File: src/hw/rtl/mpq_pkg.sv
// ----------------------------------------------------------------------------
// mpq_pkg
// Shared types and codes for the minimum-first priority queue.
// ----------------------------------------------------------------------------
package mpq_pkg;

  localparam int VALUE_W = 32;
  localparam int PRI_W   = 8;
  localparam int OCC_W   = 4;
  localparam int WORD_W  = PRI_W + VALUE_W;

  typedef enum logic [0:0] {
    FUNC_ENQ = 1'b0,
    FUNC_DEQ = 1'b1
  } func_t;

  typedef enum logic [1:0] {
    ST_ENQ   = 2'd0,
    ST_DEQ   = 2'd1,
    ST_EMPTY = 2'd2,
    ST_FULL  = 2'd3
  } status_t;

  typedef enum logic [3:0] {
    S_IDLE   = 4'b0001,
    S_SCAN   = 4'b0010,
    S_SHIFT  = 4'b0100,
    S_RESULT = 4'b1000
  } state_t;

endpackage

File: src/hw/rtl/mpq_if.sv
// ----------------------------------------------------------------------------
// mpq channel interfaces
// Command and response channels with valid/ready handshake.
// ----------------------------------------------------------------------------
interface mpq_cmd_if;
  logic                                valid;
  logic                                ready;
  mpq_pkg::func_t                      func;
  logic signed [mpq_pkg::VALUE_W-1:0]  in_value;
  logic        [mpq_pkg::PRI_W-1:0]    in_priority;

  modport source (output valid, func, in_value, in_priority, input ready);
  modport sink   (input valid, func, in_value, in_priority, output ready);
endinterface

interface mpq_rsp_if;
  logic                                valid;
  logic                                ready;
  mpq_pkg::status_t                    status;
  logic signed [mpq_pkg::VALUE_W-1:0]  out_value;
  logic        [mpq_pkg::PRI_W-1:0]    out_priority;
  logic        [mpq_pkg::OCC_W-1:0]    occupancy;

  modport source (output valid, status, out_value, out_priority, occupancy, input ready);
  modport sink   (input valid, status, out_value, out_priority, occupancy, output ready);
endinterface

File: src/hw/rtl/mpq_ram.sv
// ----------------------------------------------------------------------------
// mpq_ram
// Generic single-write, single-read RAM with registered read data.
// ----------------------------------------------------------------------------
module mpq_ram #(
  parameter int WIDTH = 40,
  parameter int DEPTH = 8
) (
  input  logic                     clk,
  input  logic                     we,
  input  logic [$clog2(DEPTH)-1:0] waddr,
  input  logic [WIDTH-1:0]         wdata,
  input  logic [$clog2(DEPTH)-1:0] raddr,
  output logic [WIDTH-1:0]         rdata
);

  logic [WIDTH-1:0] mem [DEPTH];

  always_ff @(posedge clk) begin
    if (we) begin
      mem[waddr] <= wdata;
    end
    rdata <= mem[raddr];
  end

endmodule

File: src/hw/rtl/min_priority_queue_core.sv
// ----------------------------------------------------------------------------
// min_priority_queue_core
// Bounded priority queue: entries kept in arrival order in one RAM; a dequeue
// scans for the smallest priority (oldest wins a tie), then closes the gap.
// ----------------------------------------------------------------------------
//  channel | dir | payload                                   | beat
//  cmd     | in  | func, in_value, in_priority               | valid & ready
//  rsp     | out | status, out_value, out_priority, occupancy | valid & ready
//
//  Enqueue, empty dequeue and full enqueue go from accept to the result state.
//  A dequeue scans every entry, shifts those behind the removed one, then
//  enters the result state; the single RAM read port reads one entry per cycle.
//  cmd is ready only when the sequencer is idle; a waiting result holds in
//  the rsp register and stalls only the next result load.
//  Reset (synchronous) empties the queue; RAM contents need no clearing.
// ----------------------------------------------------------------------------
module min_priority_queue_core #(
  parameter int DEPTH = 8
) (
  input  logic          clk,
  input  logic          rst,
  mpq_cmd_if.sink       cmd,
  mpq_rsp_if.source     rsp
);

  localparam int AW = $clog2(DEPTH);
  localparam int CW = $clog2(DEPTH + 1);

  mpq_pkg::state_t  state;
  logic [CW-1:0]    cnt;
  logic [CW-1:0]    ptr;
  logic             rd_vld;
  logic [CW-1:0]    rd_idx;
  logic [CW-1:0]    best_idx;
  logic [mpq_pkg::PRI_W-1:0]   best_pri;
  logic [mpq_pkg::VALUE_W-1:0] best_val;
  mpq_pkg::status_t res_status;

  logic                         out_valid;
  mpq_pkg::status_t             out_status;
  logic [mpq_pkg::VALUE_W-1:0]  out_value;
  logic [mpq_pkg::PRI_W-1:0]    out_priority;
  logic [mpq_pkg::OCC_W-1:0]    out_occ;

  logic                         ram_we;
  logic [AW-1:0]                ram_waddr;
  logic [mpq_pkg::WORD_W-1:0]   ram_wdata;
  logic [mpq_pkg::WORD_W-1:0]   ram_rdata;
  logic [mpq_pkg::PRI_W-1:0]    rd_pri;
  logic [mpq_pkg::VALUE_W-1:0]  rd_val;

  logic           accept;
  logic           full;
  logic           issue;
  logic [CW-1:0]  last_idx;
  logic           take;
  logic [CW-1:0]  best_idx_next;
  logic           slot_free;

  assign accept    = cmd.valid && cmd.ready;
  assign full      = (cnt == CW'(DEPTH));
  assign last_idx  = cnt - CW'(1);
  assign issue     = ((state == mpq_pkg::S_SCAN) || (state == mpq_pkg::S_SHIFT))
                     && (ptr < cnt);
  assign rd_pri    = ram_rdata[mpq_pkg::WORD_W-1 -: mpq_pkg::PRI_W];
  assign rd_val    = ram_rdata[mpq_pkg::VALUE_W-1:0];
  // strict less-than keeps the oldest among equal priorities
  assign take      = (rd_idx == '0) || (rd_pri < best_pri);
  assign best_idx_next = take ? rd_idx : best_idx;
  assign slot_free = !out_valid || rsp.ready;

  assign cmd.ready        = (state == mpq_pkg::S_IDLE);
  assign rsp.valid        = out_valid;
  assign rsp.status       = out_status;
  assign rsp.out_value    = out_value;
  assign rsp.out_priority = out_priority;
  assign rsp.occupancy    = out_occ;

  always_comb begin
    ram_we    = 1'b0;
    ram_waddr = cnt[AW-1:0];
    ram_wdata = {cmd.in_priority, cmd.in_value};
    if (state == mpq_pkg::S_IDLE) begin
      ram_we = accept && (cmd.func == mpq_pkg::FUNC_ENQ) && !full;
    end else if ((state == mpq_pkg::S_SHIFT) && rd_vld) begin
      // move the younger entry one place forward
      ram_we    = 1'b1;
      ram_waddr = rd_idx[AW-1:0] - AW'(1);
      ram_wdata = ram_rdata;
    end
  end

  mpq_ram #(
    .WIDTH (mpq_pkg::WORD_W),
    .DEPTH (DEPTH)
  ) u_store (
    .clk   (clk),
    .we    (ram_we),
    .waddr (ram_waddr),
    .wdata (ram_wdata),
    .raddr (ptr[AW-1:0]),
    .rdata (ram_rdata)
  );

  always_ff @(posedge clk) begin
    if (rst) begin
      state     <= mpq_pkg::S_IDLE;
      cnt       <= '0;
      ptr       <= '0;
      rd_vld    <= 1'b0;
      out_valid <= 1'b0;
    end else begin
      rd_vld <= issue;
      rd_idx <= ptr;
      if (issue) begin
        ptr <= ptr + CW'(1);
      end
      // a new result load wins over the drain of the old one
      if ((state == mpq_pkg::S_RESULT) && slot_free) begin
        out_valid <= 1'b1;
      end else if (out_valid && rsp.ready) begin
        out_valid <= 1'b0;
      end

      case (state)
        mpq_pkg::S_IDLE: begin
          if (accept) begin
            best_pri <= '0;
            best_val <= '0;
            best_idx <= '0;
            ptr      <= '0;
            state    <= mpq_pkg::S_RESULT;
            if (cmd.func == mpq_pkg::FUNC_ENQ) begin
              if (full) begin
                res_status <= mpq_pkg::ST_FULL;
              end else begin
                res_status <= mpq_pkg::ST_ENQ;
                cnt        <= cnt + CW'(1);
              end
            end else if (cnt == '0) begin
              res_status <= mpq_pkg::ST_EMPTY;
            end else begin
              res_status <= mpq_pkg::ST_DEQ;
              state      <= mpq_pkg::S_SCAN;
            end
          end
        end
        mpq_pkg::S_SCAN: begin
          if (rd_vld) begin
            if (take) begin
              best_idx <= rd_idx;
              best_pri <= rd_pri;
              best_val <= rd_val;
            end
            if (rd_idx == last_idx) begin
              if (best_idx_next == last_idx) begin
                cnt   <= last_idx;
                state <= mpq_pkg::S_RESULT;
              end else begin
                ptr   <= best_idx_next + CW'(1);
                state <= mpq_pkg::S_SHIFT;
              end
            end
          end
        end
        mpq_pkg::S_SHIFT: begin
          if (rd_vld && (rd_idx == last_idx)) begin
            cnt   <= last_idx;
            state <= mpq_pkg::S_RESULT;
          end
        end
        mpq_pkg::S_RESULT: begin
          if (slot_free) begin
            state <= mpq_pkg::S_IDLE;
          end
        end
        default: begin
          state <= mpq_pkg::S_IDLE;
        end
      endcase
    end
  end

  // response payload: load when the result slot frees up
  always_ff @(posedge clk) begin
    if ((state == mpq_pkg::S_RESULT) && slot_free) begin
      out_status   <= res_status;
      out_value    <= best_val;
      out_priority <= best_pri;
      out_occ      <= mpq_pkg::OCC_W'(cnt);
    end
  end

  a_cnt_bound: assert property (@(posedge clk) disable iff (rst)
    cnt <= CW'(DEPTH))
    else $error("entry count above depth");

  a_scan_nonempty: assert property (@(posedge clk) disable iff (rst)
    (state == mpq_pkg::S_SCAN) |-> (cnt != '0))
    else $error("scan on an empty queue");

  a_shift_after_best: assert property (@(posedge clk) disable iff (rst)
    ((state == mpq_pkg::S_SHIFT) && rd_vld) |-> (rd_idx > best_idx))
    else $error("shift write at or before the removed entry");

  a_nondeq_zero: assert property (@(posedge clk) disable iff (rst)
    (out_valid && (out_status != mpq_pkg::ST_DEQ))
      |-> ((out_value == '0) && (out_priority == '0)))
    else $error("non-dequeue result carries a payload");

  a_enq_occ: assert property (@(posedge clk) disable iff (rst)
    ((state == mpq_pkg::S_IDLE) && accept && (cmd.func == mpq_pkg::FUNC_ENQ) && !full)
      |=> (cnt == $past(cnt) + CW'(1)))
    else $error("enqueue did not advance the count");

endmodule

File: src/flat_wrapper.sv
// flat-port wrapper written by rule: the top's interface ports become plain ports
module min_priority_queue_core_flat 
#(
  parameter int DEPTH = 8
)
  (clk, rst, cmd_valid, cmd_func, cmd_in_value, cmd_in_priority, cmd_ready, rsp_valid, rsp_status, rsp_out_value, rsp_out_priority, rsp_occupancy, rsp_ready);
  mpq_cmd_if cmd_i ();
  mpq_rsp_if rsp_i ();
  input  logic clk;
  input  logic rst;
  input wire logic [$bits(cmd_i.valid)-1:0] cmd_valid;
  input wire logic [$bits(cmd_i.func)-1:0] cmd_func;
  input wire logic [$bits(cmd_i.in_value)-1:0] cmd_in_value;
  input wire logic [$bits(cmd_i.in_priority)-1:0] cmd_in_priority;
  output wire logic [$bits(cmd_i.ready)-1:0] cmd_ready;
  output wire logic [$bits(rsp_i.valid)-1:0] rsp_valid;
  output wire logic [$bits(rsp_i.status)-1:0] rsp_status;
  output wire logic [$bits(rsp_i.out_value)-1:0] rsp_out_value;
  output wire logic [$bits(rsp_i.out_priority)-1:0] rsp_out_priority;
  output wire logic [$bits(rsp_i.occupancy)-1:0] rsp_occupancy;
  input wire logic [$bits(rsp_i.ready)-1:0] rsp_ready;
  assign cmd_i.valid = cmd_valid;
  assign cmd_i.func = cmd_func;
  assign cmd_i.in_value = cmd_in_value;
  assign cmd_i.in_priority = cmd_in_priority;
  assign cmd_ready = cmd_i.ready;
  assign rsp_valid = rsp_i.valid;
  assign rsp_status = rsp_i.status;
  assign rsp_out_value = rsp_i.out_value;
  assign rsp_out_priority = rsp_i.out_priority;
  assign rsp_occupancy = rsp_i.occupancy;
  assign rsp_i.ready = rsp_ready;
  min_priority_queue_core #(.DEPTH(DEPTH)) u_core (.clk(clk), .rst(rst), .cmd(cmd_i), .rsp(rsp_i));
endmodule
File: config.mk
export PLATFORM = sky130hd
export DESIGN_NAME = min_priority_queue_core_flat
export DESIGN_NICKNAME = d
export VERILOG_FILES = /design/src/hw/rtl/mpq_pkg.sv /design/src/hw/rtl/mpq_if.sv /design/src/hw/rtl/mpq_ram.sv /design/src/hw/rtl/min_priority_queue_core.sv /design/src/flat_wrapper.sv
export SDC_FILE = /design/constraint.sdc
export NUM_CORES = 1
export LEC_CHECK = 0
export ABC_CLOCK_PERIOD_IN_PS = 9800
export BUFFER_PORTS_ARGS = -buffer_cell sky130_fd_sc_hd__buf_4
export CAP_MARGIN = 20
export CORE_MARGIN = 2
export CORE_UTILIZATION = 56
export DETAILED_ROUTE_END_ITERATION = 7
export PLACE_DENSITY = 0.74
export SYNTH_ARGS = -nofsm -noshare
export SYNTH_HDL_FRONTEND = slang
export SYNTH_SLANG_ARGS = --single-unit
File: constraint.sdc
create_clock -name clk -period 9.8 [get_ports clk]
set_input_delay 2.94 -clock clk [delete_from_list [all_inputs] [get_ports clk]]
set_output_delay 2.94 -clock clk [all_outputs]
set_load 0.005 [all_outputs]
* Word level (Yosys, flattened, before mapping)
Memories as Yosys holds them, arrays and structs flattened. A register that Yosys moved wholly into a read port is not among the register bits.
Index checks and enable logic that the tools add are counted.
** Word-level totals
- Register bits after elaboration :: 110
- Memory bits (writable) :: 320
- Bits of input ports :: 45
- Output and inout port bits :: 48
- Word-level logic and storage cells :: 111
- Memories :: 1
** Operators by class
- Add/subtract/negate cells :: 5
- $lt $le $gt $ge :: 2
- Equality and inequality tests :: 16
- Multiplexer cells :: 48
- Bitwise gates (word level) :: 2
- Reductions and logical operators :: 23
** Memories
- u_core.u_store.mem :: depth 8, width 40, rd ports 1, clocked after memory_dff 1, wr ports 1, line mpq_ram.sv:17 : logic [WIDTH-1:0] mem [DEPTH];
** Operator list (count)
- 32-bit 2-to-1 mux :: 3
- 4-bit 2-to-1 mux :: 23
- 40-bit 2-to-1 mux :: 2
- 32-bit case mux with 2 select lines :: 1
- 8-bit 2-to-1 mux :: 3
- 4-bit case mux with 2 select lines :: 2
- 4-bit case mux with 4 select lines :: 1
- 8-bit case mux with 2 select lines :: 1
- 4-bit by 1-bit adder with 4-bit output, second input constant :: 3
- 2-bit != test, second input constant :: 6
- 4-bit case mux with 3 select lines :: 1
- 5-bit AND reduction :: 2
- 4-bit equality test :: 2
- 4-bit equality test, second input constant :: 2
- 1-bit logical AND :: 8
- 4-bit zero test :: 2
- 8-bit less-than comparator :: 1
- 8-bit AND reduction :: 1
- 1-bit 2-to-1 mux :: 6
- 2-bit 2-to-1 mux :: 3
- 3-bit 2-to-1 mux :: 2
- 2-bit by 1-bit != test with 1-bit output, second input constant :: 3
- 4-bit by 1-bit equality test with 1-bit output, second input constant :: 1
- 4-bit by 2-bit equality test with 1-bit output, second input constant :: 1
- 11 further kinds :: 16

* Logic depth before layout (Yosys ltp)
Gate-level depths: netlist (run 1).
- Depth in word-level cells :: 8
- Gate-level depth with buffers :: 13
- Gate-level depth less buffers :: 13

* Hierarchy
A second synthesis (run 1) with hierarchy kept.
** Unflattened totals
- Cells, all modules :: 917
- Area, all modules :: 18430.2 um2
** Modules (own cells, without submodules)
- mpq_ram :: times used 1, cells each 515, area an instance 13171.4 um2, seq. area each 10410.0 um2
- min_priority_queue_core :: times used 1, cells each 402, area an instance 5258.8 um2, seq. area each 3163.0 um2

* Worst setup path after synthesis (run 1)
OpenSTA, ideal clock, no wires.
- Path kind :: input to register
- From :: in cmd_valid
- To :: reg u_core.best_pri[0] (netlist bit), enable pin
- Setup time :: 0.499 ns
- Data arrival time :: 6.488 ns
- Data required time :: 9.301 ns
- Path slack :: 2.813 ns
- Cell stages on the path :: 3
- Path buffers :: 0
- Path through :: a21oi_1 nor3_1 a21boi_0
** Between the ends
- Longest elaborated chain between the ends :: 3
** Ends and longest elaborated chain
- start, declared :: line flat_wrapper.sv:11 : input wire logic [$bits(cmd_i.valid)-1:0] cmd_valid;
- 1-bit logical AND :: line min_priority_queue_core.sv:60 : assign accept = cmd.valid && cmd.ready;
- 2-bit != test (no source line)
- 5-bit AND reduction (no source line)
- end signal, assigned :: line min_priority_queue_core.sv:152 : best_pri <= rd_pri;
- end, declared :: line min_priority_queue_core.sv:35 : logic [mpq_pkg::PRI_W-1:0] best_pri;
No other way between the ends.
A chain may end at the register's enable or synchronous reset.

* Final worst setup path (run 1)
- From :: reg u_core.state[2]
- To :: out cmd_ready
** Between the ends
- Longest elaborated chain between the ends :: 1
** Ends and longest elaborated chain
- start, declared :: line min_priority_queue_core.sv:29 : mpq_pkg::state_t state;
- start signal, assigned :: line min_priority_queue_core.sv:107 : state <= mpq_pkg::S_IDLE;
- start signal, assigned :: line min_priority_queue_core.sv:132 : state <= mpq_pkg::S_RESULT;
- start signal, assigned :: line min_priority_queue_core.sv:144 : state <= mpq_pkg::S_SCAN;
- 4-bit by 1-bit equality test with 1-bit output :: line min_priority_queue_core.sv:72 : assign cmd.ready = (state == mpq_pkg::S_IDLE);
- end, declared :: line flat_wrapper.sv:15 : output wire logic [$bits(cmd_i.ready)-1:0] cmd_ready;
No other way between the ends.

==> summary by stage, run 1 <==
Yosys
The number of enable flip-flop cells after synthesis is 416. The register bit count reported by yosys is 470. The total of warnings raised by yosys is 0. Ranked by instance count, the synthesized netlist is headed by edfxtp_1, mux2_2, mux4_2. The most used standard cell by instance count after synthesis is edfxtp_1.

By area the synthesized netlist is led by edfxtp_1, mux4_2, dfxtp_1, mux2_2, and3_1. The fraction of synthesized cell area taken by the top area cell type is 69.27%. Synthesis produced a netlist whose cell count is 923. The synthesized netlist contains 49 unique library cells. The top cell type by total area after synthesis is edfxtp_1. Dividing the synthesized area by the synthesized cell count gives 19.54 µm².

Synthesis produced a netlist with a net count of 983. The fraction of the yosys area taken by sequential cells is 75.27%. Among all flip-flop cells after synthesis, the most frequent one is edfxtp_1. The mapped cell area is 18030 µm². Counting flops with an async set or reset pin after synthesis yields a share of 0%.

Critical path
The class of the most critical setup path is reg -> out. STA classifies the critical path endpoint as a primary output. The critical path launch point type is a flop. Data arrives at the worst endpoint at 1.86 ns. Data on the critical path is required at its endpoint by 6.86 ns. The largest fanout of any net on the critical path is 6.

Route
The wire length after detailed routing is 34810 µm. The final routed wire length divided by cell count is 23.60 µm. Using the TritonRoute via totals, the vias-per-cell ratio works out to 6.012. The routed layout has 8867 vias.

The number of detailed-route iterations in the first pass is 7. The count of nets left with antenna violations after detail routing is 0. The first-iteration detailed-routing DRC count is 734. For this run, design rule violations remaining after detail routing come to 0.

Power
The part of the total power dissipated in sequential elements is 52.8%. Combinational logic burns 10.0% of the power. The total leakage power is 7.005 nW.

For this design the ratio of total power to cell area is 218.5 nW/µm². Across the VDD grid, the largest voltage drop is 148.1 µV. The clock network fraction of total power is 37.1%. The switching power total is 1.047 mW. The switching part of the total is 23.09%. The internal portion of the total power is 3.485 mW.

Placement
The placed standard-cell area is 19290 µm². The port buffer count is 92. The global placement routability congestion is 0.8419.

After legalization and detailed placement, the total HPWL measured 19700 µm.

STA
The count of endpoints failing setup in the final report is 0. The total negative setup slack is 0 ns. Between clock sinks in the finished design, the worst skew comes to 0.01863 ns.

At the pin with the least slew margin, the transition time is 1.139 ns. The final critical delay including setup and external delays is 4.802 ns. The highest attainable clock frequency is 208.2 MHz.

The max-slew violation total from the final report was 0. Setup repair after global routing left no endpoint under its margin. The worst pin sits at a relative slew slack of 23.91%. Hold is met by 0.4174 ns. The count of endpoints failing hold in the final timing report was 0. Dividing the final minimum period by the clock period gives 49.00%.

Final layout
The signed area change from the synthesized netlist to the final layout is 15.00%. Summing all non-filler instances in the final layout gives an area of 20740 µm². For this run, the post-layout net count is 1097. The fraction of layout instances using a drive strength above 1 is 32.81%. The number of inserted diodes is 0.

Die
The die extent in y is 183.5 µm. The number of placement rows is 65. The number of top-level design ports is 93. The region available for standard cell placement spans 31640 µm². The floorplan die area is 33650 µm². The starting utilization of the core area is 57.00%. The floorplan die width is 183.5 µm.

CTS
The clock tree from TritonCTS is done. The cell sitting at the root of the clock tree is a clkbuf_16. The count of hold-fix buffers inserted at cts is 0. The post-cts sizing count is 0. In this run, CTS created clock tree buffers numbering 46.

Clock-pin slew was measured on the worst setup and hold paths at 0.06 ns. The worst-skew pair later-pin latency is 0.55 ns. The clock net in this run drives a total of 470 sinks.

The maximum buffer depth of the clock tree is 3. CTS built an H-tree with a depth of 2. The buffer count from post-CTS setup fixing is 0.

Global route
The initial antenna violation count was 0. After global routing the overflow that remains totals 0. The first global-routing pass estimated 53460 µm of wire. The number of global-route vias before repair is 9211. Across every metal layer, demand over resource in global routing totals 21.26%.

Entering global routing, the biggest net connects 58 pins.

Worst hold path
The type of the tightest min-delay check is reg -> reg.

Run status
The run finished with clean final reports.

Job
Max-cap violations in this run came to 0.
[path summary, 6_finish.rpt]
| check | start | cells after the start | slack, ns | endpoint |
|---|---|---|---|---|
| worst min-delay path | u_core.best_val[30] | 0 | 0.42 | u_core.rsp.out_value[30] |
| worst min register to register | u_core.best_val[30] | 0 | 0.42 | u_core.rsp.out_value[30] |
| worst max register to register | u_core.state[0] | 7 | 5.09 | u_core.u_store.mem[2][19] |
| worst max-delay path | u_core.state[2] | 5 | 5.00 | cmd_ready |
[layer usage]
layer / share of wire, % / vias to the layer above / global-route usage, %
met1: 42 / 4560 / 29.24
met4: 2.2 / 0 / 6.016
met2: 50 / 318 / 35.46
met5: 0 / - / 0
met3: 5.8 / 57 / 3.764
li1: - / 3932 / -
[layout make-up]
type	instances	area (µm²)
Tap cell	402	503.0
Inverter	21	78.83
Clock buffer	55	1195
Fill cell	2065	10900
Timing Repair Buffer	106	795.8
Sequential cell	470	13580
Multi-Input combinational cell	392	4330
Clock inverter	29	254.0
[power by group through the flow]
stage / combinational (mW) / clock (mW) / sequential [mW]
2_1_floorplan: 0.281 / 0 / 2.42
3_3_place_gp: 0.438 / 0 / 2.43
3_5_place_dp: 0.451 / 0 / 2.43
4_1_cts: 0.455 / 1.72 / 2.39
5_1_grt: 0.496 / 1.79 / 2.40
6_report: 0.455 / 1.68 / 2.39
[state kept, by name, summed over array words and instances (netlist names), 4 cells and up]
name                     flops
u_core.cnt                   4
u_core.rsp.out_priority      8
u_core.u_store.mem         320
u_core.rsp.out_value        32
u_core.best_idx              4
u_core.rd_idx                4
u_core.state                 4
u_core.best_pri              8
u_core.ptr                   4
u_core.u_store.rdata        40
u_core.best_val             32
u_core.rsp.occupancy         4
[stage by stage]
stage	std cells	total power, mW	util [%]	setup WS (ns)
after floorplan	923	2.702	-	2.813
after global placement	1391	2.869	60.97	4.532
after detailed placement	1391	2.885	60.97	4.452
after CTS	1475	4.566	65.55	5.027
after global routing	1475	4.694	65.55	4.823
final	1475	4.532	65.55	4.998
[cell families after synthesis]
family / count (synthesis) / share of synthesized area [%]
xor+xnor: 10 / 0.5620
fa+ha+maj: 15 / 1.041
compound gates: 60 / 2.373
buf+inv: 61 / 1.270
simple gates: 142 / 4.211
mux: 165 / 15.28
flops: 470 / 75.27
[worst max-delay path: stages, from the launching register on]
cell	delay, ns
dfxtp_1	0.38
nor2_1	0.20
nand2_1	0.07
or2_2	0.36
inv_1	0.17
buf_4	0.14
[cell usage in the layout, fill, tap and decap left out, drive strengths merged, types with 10 or more instances in the layout]
master / Yosys / final
mux4: 80 / 80
buf: 12 / 106
nor2b: 13 / 13
edfxtp: 416 / 416
clkinv: 0 / 22
clkbuf: 28 / 55
nand3: 10 / 10
inv: 21 / 23
ha: 15 / 15
mux2: 82 / 82
and3: 42 / 42
dfxtp: 54 / 54
nor3: 10 / 10
nand2: 22 / 22
nor2: 25 / 25
Power figures use the tool's default switching activity.
==> inputs of run 2 (changes only) <==
- ABC_CLOCK_PERIOD_IN_PS: 9800 -> 4300
- CORE_UTILIZATION: 56 -> 55
- PLACE_DENSITY: 0.74 -> 0.76
- clock period: 9.8 -> 4.3 ns (I/O delays scaled with it)
==> run 2 against run 1 <==
Against the previous run:
- clock skew increased by 0.0038 ns
- critical path type is now reg -> reg
- sequential share of layout area decreased by 0.72 points
- critical endpoint is now u_core.best_val[9]
- clock power increased by 130%
- register-to-register slack got worse by 4.2 ns
- hold slack about the same
- flip-flop and latch count unchanged
- core utilization decreased by 0.78 points
- wire length increased by 0.84%
- non-clock buffer count increased by 7
- final cell count increased by 3.2%
- global-route usage decreased by 0.36 points
- sequential power increased by 130%
==> summary by stage, run 2 (same netlist as run 1, synthesis figures left out) <==
STA
The highest attainable clock frequency is 296.3 MHz. After layout, the minimum clock period comes to 3.375 ns. The count of endpoints failing setup in the final report is 0 (unchanged). The max-slew headroom at the worst pin is 47.86% (was 23.91%). The post-route worst setup slack was 0.9251 ns (was 4.998 ns). The max-slew violation total from the final report is 0 (unchanged). The slew at the pin closest to its max-slew limit is 0.7739 ns (was 1.139 ns). Setup repair after global routing missed its margin: false (unchanged). The count of endpoints failing hold in the final timing report is 0 (unchanged). The total negative setup slack was 0 ns (unchanged). The final clock skew is 0.02240 ns (was 0.01863 ns). The final period utilization is 78.49%.

Global route
The initial antenna violation count is 0 (unchanged). The total congestion overflow after global routing is 0 (unchanged). The number of global-route vias before repair is 9110 (was 9211). The wire length of the first global-routing pass came to 53040 µm (was 53460 µm). The pin count of the biggest net entering global routing came to 55 (was 58). The combined global-route utilization of all metal layers is 20.90% (was 21.26%).

Final layout
The signed area change from the synthesized netlist to the final layout is 16.27% (was 15.00%). The final standard cell area without fillers was 20970 µm² (was 20740 µm²). Top flop regs: u_core.u_store.mem (320), u_core.u_store.rdata (40) (unchanged). The count of filler cells inserted in the layout came to 2182 (was 2065).

The fraction of layout instances using a drive strength above 1 came to 33.33% (was 32.81%). Leading cell types in the layout, fill and taps excluded: edfxtp_1, buf_4, mux2_2 (unchanged). The number of inserted diodes is 0 (unchanged). The flip-flop count of the largest register, all copies and words added is 320 (unchanged). The register name with the most flops is u_core.u_store.mem (unchanged). The net count reported at finish came to 1103 (was 1097). The most common cell after layout, fill and taps aside is edfxtp_1 (unchanged).

Die
The die extent in y is 185.1 µm (was 183.5 µm). The floorplan die width was 185.1 µm (was 183.5 µm). The number of placement rows came to 66 (was 65). The starting utilization of the core area is 55.71% (was 57.00%).

The standard cell core area is 32370 µm² (was 31640 µm²). The number of top-level design ports came to 93 (unchanged). The floorplan die area was 34250 µm² (was 33650 µm²).

Critical path
Critical-path cell list: nor2_4, buf_4, and2_1, a21oi_1, nor3_1, a21boi_4, buf_4 (was nor2_1, nand2_1, or2_2, inv_1, buf_4). The largest fanout of any net on the critical path is 26 (was 6). The cell occurring most often along the worst timing path is buf_4.

The critical path data required time is 4.50 ns (was 6.86 ns). The biggest cell delay along the critical path was 0.57 ns (was 0.38 ns). The worst-case register-to-register setup slack was 0.93 ns (was 5.09 ns). The data arrival time of the critical path came to 3.58 ns (was 1.86 ns). The endpoint kind of the worst setup timing path was a flop (was primary output). The class of the most critical setup path is reg -> reg (was reg -> out). The sum of buffers and inverters on the critical path is 2 (unchanged).

The critical path's slowest cell is nor3_1 (was dfxtp_1). The cell type group with the largest total delay on the critical path is simple AND/OR/NAND/NOR gates (unchanged). The critical path launch point type is a flop (unchanged).

CTS
The clock edge transition at the registers on the reported setup and hold paths is 0.06 ns (about the same). The count of hold-fix buffers inserted at cts is 0 (unchanged). The maximum buffer depth of the clock tree was 3 (unchanged). The root buffer selected by CTS is clkbuf_16 (unchanged).

The worst-skew pair later-pin latency came to 0.56 ns (was 0.55 ns). The buffer count from post-CTS setup fixing is 0 (unchanged). The maximum level of the CTS H-tree came to 2 (unchanged). The clock tree from TritonCTS was done (unchanged).

The post-cts sizing count is 0 (unchanged). The total CTS buffers was 45 (was 46). The number of sinks on the clock net is 470 (unchanged).

Worst hold path
The type of the tightest min-delay check is reg -> reg (unchanged).

Placement
The global placement routability congestion is 0.8319 (was 0.8419). The half-perimeter wire length of the detailed placement result came to 20140 µm (was 19700 µm). The worst-case setup slack after placement is 1.008 ns (was 4.452 ns). The placed standard-cell area is 19470 µm² (was 19290 µm²).

The port buffer count is 92 (unchanged).

Power
The maximum resistive drop on vdd is 341.3 µV (was 148.1 µV). The power per standard cell area was 495.9 nW/µm² (was 218.5 nW/µm²). The total leakage power is 7.067 nW (was 7.005 nW).

The total power of the final layout is 10.40 mW (was 4.532 mW).

Route
The residual DRC count came to 0 (unchanged). The first-iteration detailed-routing DRC count came to 744 (was 734). The total via count in the routed design is 8986 (was 8867). The wire length after detailed routing is 35100 µm (was 34810 µm). The count of nets left with antenna violations after detail routing came to 0 (unchanged). The final routed wire length divided by cell count is 23.06 µm (was 23.60 µm). The via-per-instance ratio came to 5.904 (was 6.012).

The number of detailed-route iterations in the first pass is 7 (unchanged).

Job
The max-capacitance violation count was 0 (unchanged).

Run status
Status: complete, no violations (unchanged).
-- run 2: changes by cell type in the layout (fill, tap and decap cells not counted) --
cell | before | now
clkinv_4 | 1 | 0
buf_12 | 0 | 7
clkinvlp_4 | 1 | 3
buf_4 | 106 | 105
clkbuf_8 | 1 | 2
inv_6 | 2 | 0
clkbuf_1 | 8 | 12
buf_16 | 0 | 1
inv_16 | 0 | 1
clkinv_1 | 13 | 8
-- run 2: layout make-up --
class	count	area, µm²	share of cell area (%)
Sequential cell	470	13580	64.78
Multi-Input combinational cell	392	4330	20.65
Clock buffer	60	1224	5.836
Timing Repair Buffer	113	955.9	4.559
Tap cell	442	553.0	2.638
Clock inverter	24	244.0	1.164
Inverter	21	78.83	0.3759
-- run 2: worst register-to-register path: stages (launching register included) --
cell	delay (ns)
dfxtp_1	0.35
nor2_4	0.44
buf_4	0.41
and2_1	0.41
a21oi_1	0.17
nor3_1	0.58
a21boi_4	0.29
buf_4	0.38
-- run 2: where the power goes --
group / switching [mW] / internal (mW) / leakage (nW)
registers: 0.124 / 5.33 / 4.23
logic: 0.655 / 0.415 / 2.12
clock network: 1.62 / 2.25 / 0.709
total: 2.40 / 7.99 / 7.07
-- run 2: through the flow --
step                      instances  util, %  hold slack (ns)
final                          1522    64.77           0.4175
after global routing           1522    64.77           0.4263
after CTS                      1521    64.69           0.4203
after detailed placement       1437    60.15           0.4054
after global placement         1437    60.15           0.4037
after floorplan                 923        -           0.4003
-- run 2: final timing paths --
path                        from                  endpoint  cells past startpoint
min          u_core.best_val[25]  u_core.rsp.out_value[25]                      0
min reg2reg  u_core.best_val[25]  u_core.rsp.out_value[25]                      0
max reg2reg      u_core.state[3]        u_core.best_val[9]                      7
max              u_core.state[3]        u_core.best_val[9]                      7
-- run 2: per-layer routing --
layer | wire length, µm | global-route usage [%] | up-vias
met5 | 0 | 0 | -
met4 | 720 | 5.937 | 0
met3 | 2606 | 4.660 | 61
met2 | 17250 | 34.47 | 362
met1 | 14530 | 28.33 | 4607
li1 | - | - | 3956
==> inputs of run 3 (changes only) <==
- ABC_CLOCK_PERIOD_IN_PS: 4300 -> 2800
- clock period: 4.3 -> 2.8 ns (I/O delays scaled with it)
==> run 3 against run 2 <==
Against the previous run:
- final cell count up 2.2%
- sequential power up 53%
- final area up 1.8%
- global-route usage up 0.92 points
- sequential share of layout area down 1.1 points
- hold slack better by 0.00071 ns
- via count up 2.0%
- non-clock buffer count up 35
- clock-buffer cell count up 6
==> summary by stage, run 3 (same netlist as run 1, synthesis figures left out) <==
Final layout
The number of inserted diodes is 0 (unchanged). The fraction of layout instances using a drive strength above 1 is 36.54% (was 33.33%). The signed area change from the synthesized netlist to the final layout is 18.33% (was 16.27%). The area used by multi-input combinational logic is 4407 µm² (was 4330 µm²). The flip-flop count of the largest register, all copies and words added is 320 (unchanged).

The register name with the most flops is u_core.u_store.mem (unchanged). The filler-free cell count of the finished design was 1556 (was 1522). The net count reported at finish was 1138 (was 1103). The total area of sequential cells is 13580 µm² (unchanged). The count of filler cells inserted in the layout is 2118 (was 2182).

The most common cell after layout, fill and taps aside was edfxtp_1 (unchanged). Leading cell types in the layout, fill and taps excluded: edfxtp_1, buf_4, mux2_2 (unchanged). Top flop regs: u_core.u_store.mem (320), u_core.u_store.rdata (40) (unchanged).

Power
The switching part of the total is 23.50% (was 23.11%). The part of the total power dissipated in sequential elements is 52.6% (was 52.4%). The total leakage power came to 7.241 nW (was 7.067 nW). The share of total power in combinational logic came to 12.0% (was 10.3%). The power per standard cell area is 744.6 nW/µm² (was 495.9 nW/µm²). The internal power is 12.15 mW (was 7.995 mW). The maximum resistive drop on vdd is 410.7 µV (was 341.3 µV). The switching power total is 3.734 mW (was 2.403 mW). The clock network fraction of total power is 35.4% (was 37.3%).

Die
The number of placement rows is 66 (unchanged). The floorplan die area is 34250 µm² (unchanged). The standard cell core area is 32370 µm² (unchanged). The floorplan die width is 185.1 µm (unchanged). The number of top-level design ports was 93 (unchanged). The die extent in y came to 185.1 µm (unchanged). The starting utilization of the core area is 55.71% (unchanged).

Global route
The wire length of the first global-routing pass was 55300 µm (was 53040 µm). The pin count of the biggest net entering global routing came to 85 (was 55). The combined global-route utilization of all metal layers is 21.81% (was 20.90%). The initial antenna violation count came to 1 (was 0).

The number of global-route vias before repair is 9350 (was 9110). The total congestion overflow after global routing is 0 (unchanged).

STA
The max-slew headroom at the worst pin was 47.62% (was 47.86%). The final clock skew is 0.02285 ns (was 0.02240 ns). The total negative setup slack is 0 ns (unchanged). The slew at the pin closest to its max-slew limit is 0.7857 ns (was 0.7739 ns). Setup repair after global routing missed its margin: true (was false). The highest attainable clock frequency came to 358.6 MHz (was 296.3 MHz). The final critical delay including setup and external delays is 2.788 ns (was 3.375 ns). The final period utilization is 99.59% (was 78.49%).

The count of endpoints failing hold in the final timing report is 0 (unchanged). The max-slew violation total from the final report came to 0 (unchanged). The count of endpoints failing setup in the final report is 0 (unchanged). The final hold slack is 0.4182 ns (was 0.4175 ns).

Critical path
The critical path data required time is 3.23 ns (was 4.50 ns). The critical path launch point type is a flop (unchanged). The endpoint kind of the worst setup timing path is a flop (unchanged). The data arrival time of the critical path is 3.22 ns (was 3.58 ns). The first element of the critical path is u_core.best_pri[5] (was u_core.state[3]). The largest fanout of any net on the critical path is 7 (was 26). The class of the most critical setup path was reg -> reg (unchanged). The startpoint of the worst register-to-register path is u_core.best_pri[5] (was u_core.state[3]).

CTS
The worst-skew pair later-pin latency was 0.55 ns (was 0.56 ns). The clock edge transition at the registers on the reported setup and hold paths is 0.06 ns (about the same). The maximum level of the CTS H-tree is 2 (unchanged). The maximum buffer depth of the clock tree came to 3 (unchanged).

The number of sinks on the clock net is 470 (unchanged). The count of hold-fix buffers inserted at cts is 0 (unchanged). The clock tree from TritonCTS is done (unchanged). The total CTS buffers is 45 (unchanged). The root buffer selected by CTS is clkbuf_16 (unchanged).

Placement
The port buffer count is 92 (unchanged). The cell count after placement is 1467 (was 1437). The global placement routability congestion is 0.8493 (was 0.8319).

The half-perimeter wire length of the detailed placement result is 20090 µm (was 20140 µm).

Route
The count of nets left with antenna violations after detail routing is 0 (unchanged). The final routed wire length divided by cell count was 23.43 µm (was 23.06 µm). The number of detailed-route iterations in the first pass came to 5 (was 7). The via-per-instance ratio is 5.889 (was 5.904).

The total via count in the routed design is 9164 (was 8986). The first-iteration detailed-routing DRC count came to 807 (was 744). The wire length after detailed routing is 36450 µm (was 35100 µm). The residual DRC count is 0 (unchanged).

Job
The max-capacitance violation count is 0 (unchanged).

Worst hold path
The hold path startpoint is u_core.best_val[1] (was u_core.best_val[25]). The type of the tightest min-delay check is reg -> reg (unchanged).

Run status
Status: complete, no violations (unchanged).
==> run 3: cell count changes in the layout (fill, tap and decap cells not counted), sizes merged <==
cell,delta
clkinvlp,-2
clkbuf,+6
clkinv,-2
buf,+35
bufinv,-3
==> run 3: worst paths after layout <==
| path | end | slack (ns) | cells past startpoint |
|---|---|---|---|
| worst min register to register | u_core.rsp.out_value[1] | 0.42 | 0 |
| worst max register to register | u_core.cnt[1] | 0.01 | 10 |
| worst max-delay path | u_core.cnt[1] | 0.01 | 10 |
| worst min-delay path | u_core.rsp.out_value[1] | 0.42 | 0 |
==> run 3: area by class of cell <==
| type | count | share of cell area (%) |
|---|---|---|
| Clock buffer | 66 | 5.787 |
| Clock inverter | 17 | 0.6332 |
| Inverter | 21 | 0.3694 |
| Multi-Input combinational cell | 392 | 20.65 |
| Sequential cell | 470 | 63.65 |
| Tap cell | 442 | 2.592 |
| Timing Repair Buffer | 148 | 6.321 |
==> run 3: routing by layer <==
metal | wire length (µm) | share of wire, % | track usage (%) | up-vias
li1 | - | - | - | 4019
met1 | 15150 | 42 | 30.18 | 4736
met2 | 18190 | 50 | 36.60 | 341
met3 | 2249 | 6.2 | 3.284 | 68
met4 | 862 | 2.4 | 6.032 | 0
met5 | 0 | 0 | 0 | -
==> run 3: power groups by stage <==
stage               combinational, mW  sequential, mW  clock, mW
floorplan                        1.01            8.45          0
global placement                 1.80            8.47          0
detailed placement               1.83            8.50          0
CTS                              1.87            8.36       5.72
global route                     2.06            8.39       5.97
finish                           1.91            8.36       5.63
==> run 3: repair_timing <==
action	in CTS	in global routing
cloned	0	0
setup buffers	3	3
pin swaps	9	8
resized for setup	6	13
setup endpoints to repair	8	10
==> run 3: through the flow <==
step | util (%) | setup slack, ns | total power [mW] | cell area (µm²)
finish | 65.92 | 0.01161 | 15.89 | 21340
detailed placement | 61.33 | -0.08727 | 10.32 | 19850
floorplan | - | -0.1888 | 9.458 | 18070
global placement | 61.33 | 0.009805 | 10.27 | 19850
CTS | 65.73 | 0.004486 | 15.94 | 21280
global route | 65.92 | -0.07051 | 16.42 | 21340
==> run 3: worst max-delay path, cell delays in order (launching register included) <==
cell      delay (ns)
edfxtp_1        0.39
inv_2           0.08
ha_4            0.19
a21o_1          0.17
a221o_2         0.43
a211oi_2        0.24
or4_1           0.16
nand4b_1        0.14
o31a_1          0.37
buf_4           0.17
o311a_1         0.33
